==> src/rtl/smx_pkg.sv <==
// Shared types, sizes and codes for the stack machine execute unit.
package smx_pkg;

    localparam int STACK_DEPTH   = 64;
    localparam int PROGRAM_DEPTH = 1024;
    localparam int WORD_WIDTH    = 64;

    localparam int SP_W  = $clog2(STACK_DEPTH);
    localparam int CNT_W = $clog2(STACK_DEPTH + 1);
    localparam int PC_W  = $clog2(PROGRAM_DEPTH + 1);
    localparam int LEN_W = 11;

    localparam logic [3:0] OP_PRINT = 4'd0;
    localparam logic [3:0] OP_PUSH  = 4'd1;
    localparam logic [3:0] OP_ADD   = 4'd2;
    localparam logic [3:0] OP_EXIT  = 4'd3;
    localparam logic [3:0] OP_POP   = 4'd4;
    localparam logic [3:0] OP_DIV   = 4'd5;
    localparam logic [3:0] OP_EQ    = 4'd6;
    localparam logic [3:0] OP_NEQ   = 4'd7;
    localparam logic [3:0] OP_DUP   = 4'd8;
    localparam logic [3:0] OP_JMP   = 4'd9;
    localparam logic [3:0] OP_JMPZ  = 4'd10;
    localparam logic [3:0] OP_WRITE = 4'd11;
    localparam logic [3:0] OP_WCHAR = 4'd12;

    localparam logic [2:0] ST_OK        = 3'd0;
    localparam logic [2:0] ST_UNDERFLOW = 3'd1;
    localparam logic [2:0] ST_DIVZERO   = 3'd2;
    localparam logic [2:0] ST_BADADDR   = 3'd3;
    localparam logic [2:0] ST_OVERFLOW  = 3'd4;
    localparam logic [2:0] ST_BADOP     = 3'd5;
    localparam logic [2:0] ST_HALTED    = 3'd6;

    localparam logic [1:0] EK_PRINT = 2'd0;
    localparam logic [1:0] EK_WRITE = 2'd1;
    localparam logic [1:0] EK_CHAR  = 2'd2;

    typedef struct packed {
        logic [3:0]         op;
        logic signed [63:0] operand;
    } t_in_beat;

    typedef struct packed {
        logic [10:0]        next_pc;
        logic signed [63:0] top_value;
        logic               emit_valid;
        logic [1:0]         emit_kind;
        logic signed [63:0] emit_value;
        logic               halted;
        logic [2:0]         status;
    } t_out_beat;

    typedef enum logic [1:0] {
        S_IDLE,
        S_READ,
        S_DIV,
        S_OUT
    } t_state;

    typedef struct packed {
        logic accept;
        logic div_start;
        logic commit;
    } t_cmd;

    typedef struct packed {
        logic need_div;
        logic div_done;
    } t_stat;

endpackage

==> src/rtl/smx_ctrl.sv <==
// Sequencing state machine: accept, read, optional divide, result hold.
module smx_ctrl (
    input  logic           i_clk,
    input  logic           i_rst_n,
    input  logic           i_in_valid,
    input  logic           i_out_stall,
    input  smx_pkg::t_stat i_stat,
    output smx_pkg::t_cmd  o_cmd,
    output logic           o_in_stall,
    output logic           o_out_valid
);
    import smx_pkg::*;

    t_state r_state, n_state;

    always_ff @(posedge i_clk) begin
        if (!i_rst_n) begin
            r_state <= S_IDLE;
        end else begin
            r_state <= n_state;
        end
    end

    always_comb begin
        n_state = r_state;
        case (r_state)
            S_IDLE: if (i_in_valid) n_state = S_READ;
            S_READ: n_state = i_stat.need_div ? S_DIV : S_OUT;
            S_DIV:  if (i_stat.div_done) n_state = S_OUT;
            S_OUT:  if (!i_out_stall) n_state = S_IDLE;
            default: n_state = S_IDLE;
        endcase
    end

    always_comb begin
        o_cmd       = '0;
        o_in_stall  = 1'b1;
        o_out_valid = 1'b0;
        case (r_state)
            S_IDLE: begin
                o_in_stall   = 1'b0;
                o_cmd.accept = i_in_valid;
            end
            S_READ: begin
                o_cmd.div_start = i_stat.need_div;
                o_cmd.commit    = !i_stat.need_div;
            end
            S_DIV: o_cmd.commit = i_stat.div_done;
            S_OUT: o_out_valid = 1'b1;
            default: o_in_stall = 1'b1;
        endcase
    end

`ifndef SYNTHESIS
    a_one_commit: assert property (@(posedge i_clk) disable iff (!i_rst_n)
        o_cmd.commit |=> !o_cmd.commit) else $error("double commit");
    a_commit_out: assert property (@(posedge i_clk) disable iff (!i_rst_n)
        o_cmd.commit |=> o_out_valid) else $error("commit without result");
    a_accept_quiet: assert property (@(posedge i_clk) disable iff (!i_rst_n)
        o_cmd.accept |-> !o_out_valid) else $error("accept while result pending");
`endif
endmodule

==> config.mk <==
export PLATFORM = sky130hd
export DESIGN_NAME = smx_ctrl
export DESIGN_NICKNAME = d
export VERILOG_FILES = /design/src/rtl/smx_pkg.sv /design/src/rtl/smx_ctrl.sv
export SDC_FILE = /design/constraint.sdc
export NUM_CORES = 1
export LEC_CHECK = 0
export ABC_AREA = 0
export BUFFER_PORTS_ARGS = -buffer_cell sky130_fd_sc_hd__buf_2
export CORE_AREA = 2 2 39 41
export DETAILED_ROUTE_END_ITERATION = 8
export DIE_AREA = 0 0 41 43
export GPL_TIMING_DRIVEN = 0
export SLEW_MARGIN = 20
export SYNTH_ARGS = -nofsm -noshare
export SYNTH_HDL_FRONTEND = slang
export SYNTH_SLANG_ARGS = --single-unit
==> constraint.sdc <==
create_clock -name i_clk -period 3.6 [get_ports i_clk]
set_input_delay 0.18 -clock i_clk [delete_from_list [all_inputs] [get_ports i_clk]]
set_output_delay 0.18 -clock i_clk [all_outputs]
set_load 0.03 [all_outputs]
Word level (Yosys, flattened, before mapping)

Cells that the tools add are included.

Add/sub/neg operators: 0
$mul: 0
Div/mod/pow operators: 0
$lt $le $gt $ge: 0
Equality and inequality tests: 6
Shifts and indexed selects: 0
Mux-type cells: 10
Bitwise operators: 0
Reduce and logical (&&, ||, !) cells: 3

Operators with widths:

| operator           | count |
|---|---|
| $pmux 2 s4         | 1 |
| $mux 2             | 3 |
| $ne 2x2->1 const B | 3 |
| $mux 1             | 5 |
| $eq 2x2->1 const B | 2 |
| $reduce_and 3->1   | 1 |
| $eq 2x1->1 const B | 1 |
| $logic_not 2->1    | 1 |
| $pmux 1 s2         | 1 |
| $logic_not 1->1    | 1 |

Register bits: 2
Bits in latches: 0
RAM bits: 0
Memory bits (read-only): 0
Input bits: 6
Output and inout bits: 5
Memories kept: 0

Logic depth before layout (Yosys ltp)

Gate-level depths: netlist (run 1).

Word-level depth: 3
Gate-level depth with buffers: 5

Least setup slack after synthesis (run 1)

OpenSTA, ideal clock, no wires.

Path kind: register to output
Start point: register r_state[1]
End point: output o_cmd[0] (netlist bit)
Arrival: 1.188 ns
Required time: 3.420 ns
Setup slack: 2.232 ns
Cell stages (with the launch flop): 6
Path buffers: 0
Cells stage by stage: dfxtp_1 -> inv_1 -> ha_1 -> nor2b_1 -> a21oi_1 -> nor2b_1

RTL lines:

| element                  | RTL line       | text |
|---|---|---|
| start: declaration       | smx_ctrl.sv:14 | `t_state r_state, n_state;` |
| start signal: assignment | smx_ctrl.sv:20 | `r_state <= n_state;` |
| end: declaration         | smx_ctrl.sv:8  | `output smx_pkg::t_cmd o_cmd,` |

==> flow_metrics.py, run 1 <==
metrics = {
    "sta": {
        "fmax_ghz": 0.653,
        "period_share_pct": 42.6,
        "setup_viol": 0,
        "period_needed_ns": 1.53,
        "tns_ns": 0,
        "setup_ws_ns": 2.07,
        "worst_clock_skew_ns": 0.00130,
        "slew_headroom_pct": 90.0,
        "tightest_slew_ns": 0.150,
        "hold_viol": 0,
        "drv_slew": 0,
        "hold_ws_ns": 0.220,
        "rsz0062_at_grt": "no",
    },
    "final_layout": {
        "reg_top3": "r_state (2)",
        "final_nets": 51,
        "largest-register": "r_state",
        "nFillCells": 167,
        "final_cells": 54,
        "area_delta_synth_final_pct": 42.5,
        "layout-drive-gt1-share_pct": 34.2,
        "largest_reg_flops": 2,
        "n_antenna_cell": 0,
        "final_util_pct": 22.4,
    },
    "detailed_routing": {
        "post_drt_wl_per_cell_microns": 7.78,
        "ant_nets": 0,
        "viasPerCell": 3.78,
        "first_pass_iters": 1,
        "wirelength_microns": 420,
        "drt-initial-drc-count": 0,
        "dr_total_vias": 204,
        "drc": 0,
    },
    "flow_run": {
        "maxCapViolCount": 0,
    },
    "die": {
        "die_width_microns": 41,
        "ios": 11,
        "initial_utilization_pct": 15.7,
        "fp.dieH_microns": 43,
        "fp-row-count": 14,
        "coreArea_sq_um": 1380,
        "dieArea_sq_um": 1760,
    },
    "hold_path": {
        "hold_class": "input port to register",
    },
    "synthesis": {
        "synth_cell_types": 16,
        "synth_edf_count": 0,
        "synthArstFlopShare_pct": 0,
        "ys_seq_area_share_pct": 18.4,
        "yosys_warnings": 0,
        "ys_seq_elements": 2,
        "synth_common_cells": "ha_1, inv_1, and2_1, dfxtp_1, nor2b_1",
        "synthesis.area_sq_um": 218,
        "synth.net_count": 36,
        "avgSynthCellArea_sq_um": 8.71,
        "synthFlopType": "dfxtp_1",
        "synth_top_cell_area_share_pct": 28.7,
        "yosys-top-cells-area": "ha_1, dfxtp_1, and2_1, nor2b_1, inv_1",
        "synth.most_common_cell": "ha_1",
        "post-synth-top-area-cell": "ha_1",
        "synth_cells": 25,
    },
    "clocking": {
        "clock_sinks": 2,
        "cts_made_buffers": 3,
        "clock-root-buffer": "clkbuf_4",
        "cts_buffer_depth": 2,
        "htreeDepth": 1,
        "cts_tree": "yes",
        "hold_buffers": 0,
        "post-cts-setup-buffers": 0,
        "cts_resized": 0,
        "clk_pin_slew_ns": 0.03,
        "clk_latency_ns": 0.22,
    },
    "worst_setup_path": {
        "cp_max_fo": 4,
        "start_kind": "register",
        "endpoint_kind": "primary output",
        "crit_top_cell": "nor2b_1",
        "path_cells": "inv_1 -> ha_1 -> nor2b_1 -> a21oi_1 -> nor2b_1 -> buf_2",
        "critPathKind": "register to primary output",
        "worst_path_max_delay_cell": "dfxtp_1",
        "max_stage_delay_ns": 0.36,
        "cp_data_required_time_ns": 3.42,
        "critical_path_arrival_ns": 1.35,
    },
    "global_route": {
        "grt_pass1_wl_microns": 662,
        "grt_max_degree": 5,
        "antenna_found_initial": 0,
        "grt.total_usage_pct": 5.71,
        "overflow": 0,
        "grt_pass1_vias": 177,
    },
    "placed_design": {
        "routabilityCongestion": 0.619,
        "dp_cells": 51,
        "place_hpwl_microns": 352,
        "port_buffers": 10,
        "dp_slack_ns": 2.15,
    },
    "power_and_ir_drop": {
        "cellPowerDensity_nw_per_um2": 842,
        "leakagePower_nw": 0.156,
        "ir_worst_vdd_mv": 0.193,
    },
    "run_status": {
        "status": "completed",
    },
}
## logic make-up after synthesis
family,after synthesis,synth area share (%)
and+or+nand+nor,10,27.6
AOI/OAI and AO/OA,5,20.1
adders and majority gates,5,28.7
buffers and inverters,3,5.17
DFF,2,18.4
## power by group
part | switching (mW) | total (mW) | leakage [nW] | internal (mW)
sequential | 0.0109 | 0.0439 | 0.0166 | 0.0330
clock | 0.0116 | 0.0482 | 0.0138 | 0.0367
combinational | 0.101 | 0.169 | 0.126 | 0.0683
## critical path: cells and delay by family (launching register included)
| kind | cells | cell delay [ns] |
|---|---|---|
| buffers and inverters | 2 | 0.27 |
| AO/OA/AOI/OAI | 1 | 0.12 |
| AND/OR/NAND/NOR | 2 | 0.19 |
| flip-flops | 1 | 0.36 |
| adder cells (fa/ha/maj) | 1 | 0.19 |
## area by class of cell
cell class              count  area (sq um)  area share [%]
multi-input cells          20           166            53.6
clock buffers               3          22.5            7.26
repair buffers             10          50.0            16.1
well taps                  16          20.0            6.45
inverters                   3          11.3            3.63
flip-flops and latches      2          40.0            12.9
## layer usage
metal  vias to the layer above  track usage [%]  wire length, microns
met2                         6             6.88                   177
met5                         -                0                     0
li1                        114                -                     -
met3                         0             4.71                    28
met4                         0             2.00                     0
met1                        84             7.32                   214
## stage by stage
stage / area, sq um / power (mW)
after floorplan: 218 / 0.176
after global placement: 288 / 0.215
after detailed placement: 288 / 0.216
after CTS: 310 / 0.268
after global routing: 310 / 0.291
final: 310 / 0.261
## cell usage in the layout (no fill, tap or decap), drive strengths merged, types with 2 or more instances in the layout
cell | synthesis | layout
dfxtp | 2 | 2
clkbuf | 0 | 3
buf | 0 | 10
nor2b | 2 | 2
and2 | 2 | 2
inv | 3 | 3
ha | 5 | 5
## worst paths after layout
path | from | endpoint | slack (ns) | depth (start not counted)
worst max-delay path | r_state[1]$_SDFFE_PN0P_ | o_cmd[0] | 2.07 | 6
worst min-delay path | i_rst_n | r_state[1]$_SDFFE_PN0P_ | 0.22 | 2
worst max register to register | r_state[1]$_SDFFE_PN0P_ | r_state[0]$_SDFFE_PN0P_ | 2.14 | 5
worst min register to register | r_state[0]$_SDFFE_PN0P_ | r_state[0]$_SDFFE_PN0P_ | 0.62 | 1
Power figures use the tool's default switching activity.
==> inputs of run 2 (changes only) <==
- clock period: 3.6 -> 1.35 ns (I/O delays scaled with it)
==> flow_metrics.py, run 2 (synthesized netlist as in run 1, its figures left out) <==
metrics = {
    "die": {
        "ios": 11,
        "dieArea_sq_um": 1760,
        "die_width_microns": 41,
        "initial_utilization_pct": 15.7,
        "coreArea_sq_um": 1380,
        "fp-row-count": 14,
        "fp.dieH_microns": 43,
    },
    "placed_design": {
        "routabilityCongestion": 0.709,
        "place_hpwl_microns": 355,
        "dpl_cell_area_sq_um": 290,
        "port_buffers": 10,
    },
    "flow_run": {
        "maxCapViolCount": 0,
    },
    "sta": {
        "tightest_slew_ns": 0.154,
        "slew_headroom_pct": 89.8,
        "tns_ns": -0.0466,
        "fmax_ghz": 0.716,
        "setup_viol": 1,
        "setup_ws_ns": -0.0466,
        "period_needed_ns": 1.40,
        "hold_viol": 0,
        "worst_clock_skew_ns": 0.00213,
        "drv_slew": 0,
        "period_share_pct": 103,
        "rsz0062_at_grt": "yes",
    },
    "worst_setup_path": {
        "r2r-end": "r_state[0]$_SDFFE_PN0P_",
        "cp_max_fo": 4,
        "worst_path_max_delay_cell": "or3_1",
        "r2r_setup_slack_ns": -0.05,
        "path_buf_inv": 1,
        "critical_path_arrival_ns": 1.50,
        "worstRegToRegCells": 5,
        "critPathKind": "register to register",
        "start_kind": "register",
        "critPathTopFamily": "simple AND/OR/NAND/NOR gates",
        "endpoint_kind": "register",
        "r2r-start": "r_state[1]$_SDFFE_PN0P_",
        "max_stage_delay_ns": 0.37,
        "path_cells": "inv_4 -> ha_4 -> nor2b_4 -> or3_1 -> o221a_1",
        "cp_data_required_time_ns": 1.45,
    },
    "clocking": {
        "cts_made_buffers": 3,
        "clk_latency_ns": 0.22,
        "htreeDepth": 1,
        "cts_tree": "yes",
        "cts_buffer_depth": 2,
        "clk_pin_slew_ns": 0.03,
        "hold_buffers": 0,
        "clock_sinks": 2,
        "clock-root-buffer": "clkbuf_4",
    },
    "final_layout": {
        "largest_reg_flops": 2,
        "area_delta_synth_final_pct": 86.8,
        "largest-register": "r_state",
        "final_nets": 55,
        "layout-drive-gt1-share_pct": 61.9,
        "nFillCells": 162,
        "layout_common_cells": "buf_2, buf_4, ha_4, clkbuf_4",
        "n_antenna_cell": 0,
        "finalInstanceArea_sq_um": 407,
        "layout_commonest_cell": "buf_2",
        "reg_top3": "r_state (2)",
    },
    "detailed_routing": {
        "dr_total_vias": 226,
        "viasPerCell": 3.90,
        "first_pass_iters": 1,
        "ant_nets": 0,
        "drt-initial-drc-count": 0,
        "wirelength_microns": 515,
        "drc": 0,
        "post_drt_wl_per_cell_microns": 8.88,
    },
    "power_and_ir_drop": {
        "cellPowerDensity_nw_per_um2": 2250,
        "finalPower_uw": 916,
        "leakagePower_nw": 0.181,
        "ir_worst_vdd_mv": 0.654,
    },
    "global_route": {
        "grt_pass1_vias": 217,
        "antenna_found_initial": 0,
        "busiest_layer": "met2",
        "grt_max_degree": 5,
        "grt_pass1_wl_microns": 821,
        "grt.total_usage_pct": 7.11,
        "use_met3_pct": 4.71,
        "met2_usage_pct": 10.6,
        "overflow": 0,
        "gr-usage-met1_pct": 7.96,
    },
    "hold_path": {
        "hold_end": "r_state[0]$_SDFFE_PN0P_",
        "hold_start": "i_rst_n",
        "min_path_cells": 2,
        "hold_class": "input port to register",
    },
    "run_status": {
        "violations": "negative setup slack",
        "status": "finished, violations left",
    },
}
run 2: metrics by stage:
stage / hold WS [ns] / utilization (%) / setup slack (ns) / instances
after global placement: 0.338 / 21.0 / -0.0918 / 51
final: 0.106 / 29.4 / -0.0466 / 58
after floorplan: 0.209 / - / 0.00653 / 25
after detailed placement: 0.343 / 21.0 / -0.0783 / 51
after global routing: 0.108 / 29.4 / -0.0765 / 58
after CTS: 0.101 / 27.9 / -0.0289 / 57
run 2: how the worst max path moves through the flow:
stage               depth (start not counted)  slack [ns]                      end                    start
floorplan                                   5       0.007  r_state[0]$_SDFFE_PN0P_  r_state[1]$_SDFFE_PN0P_
global placement                            5       -0.09  r_state[0]$_SDFFE_PN0P_  r_state[1]$_SDFFE_PN0P_
detailed placement                          5       -0.08  r_state[0]$_SDFFE_PN0P_  r_state[1]$_SDFFE_PN0P_
CTS                                         5       -0.03  r_state[0]$_SDFFE_PN0P_  r_state[1]$_SDFFE_PN0P_
global route                                5       -0.08  r_state[0]$_SDFFE_PN0P_  r_state[1]$_SDFFE_PN0P_
finish                                      5       -0.05  r_state[0]$_SDFFE_PN0P_  r_state[1]$_SDFFE_PN0P_
run 2: cell type report:
class / count / area (sq um) / share of cell area (%)
well taps: 16 / 20.0 / 4.92
inverters: 3 / 16.3 / 4.00
clock buffers: 3 / 22.5 / 5.54
flip-flops and latches: 2 / 47.5 / 11.7
repair buffers: 14 / 86.3 / 21.2
multi-input cells: 20 / 214 / 52.6
run 2: timing repair:
item                                    CTS  global route
setup buffers                             3             1
endpoints found under the setup margin    2             2
pin swaps                                 4             1
resized for setup                        15             3
hold endpoints to repair                  0             0
cloned                                    0             0
run 2: metal layers:
layer / wire length [microns] / part of all wire [%] / vias up
met3: 29 / 5.6 / 0
li1: - / - / 123
met5: 0 / 0 / -
met2: 271 / 53 / 5
met4: 0 / 0 / 0
met1: 214 / 42 / 98
run 2: worst register-to-register path, stage by stage (launching register included):
cell     delay [ns]
dfxtp_4        0.36
inv_4          0.05
ha_4           0.15
nor2b_4        0.12
or3_1          0.37
o221a_1        0.23
run 2: report_power, final:
part | total, mW | switching (mW) | internal (mW)
Combinational | 0.636 | 0.331 | 0.304
Sequential | 0.153 | 0.0479 | 0.105
Clock | 0.127 | 0.0294 | 0.0976
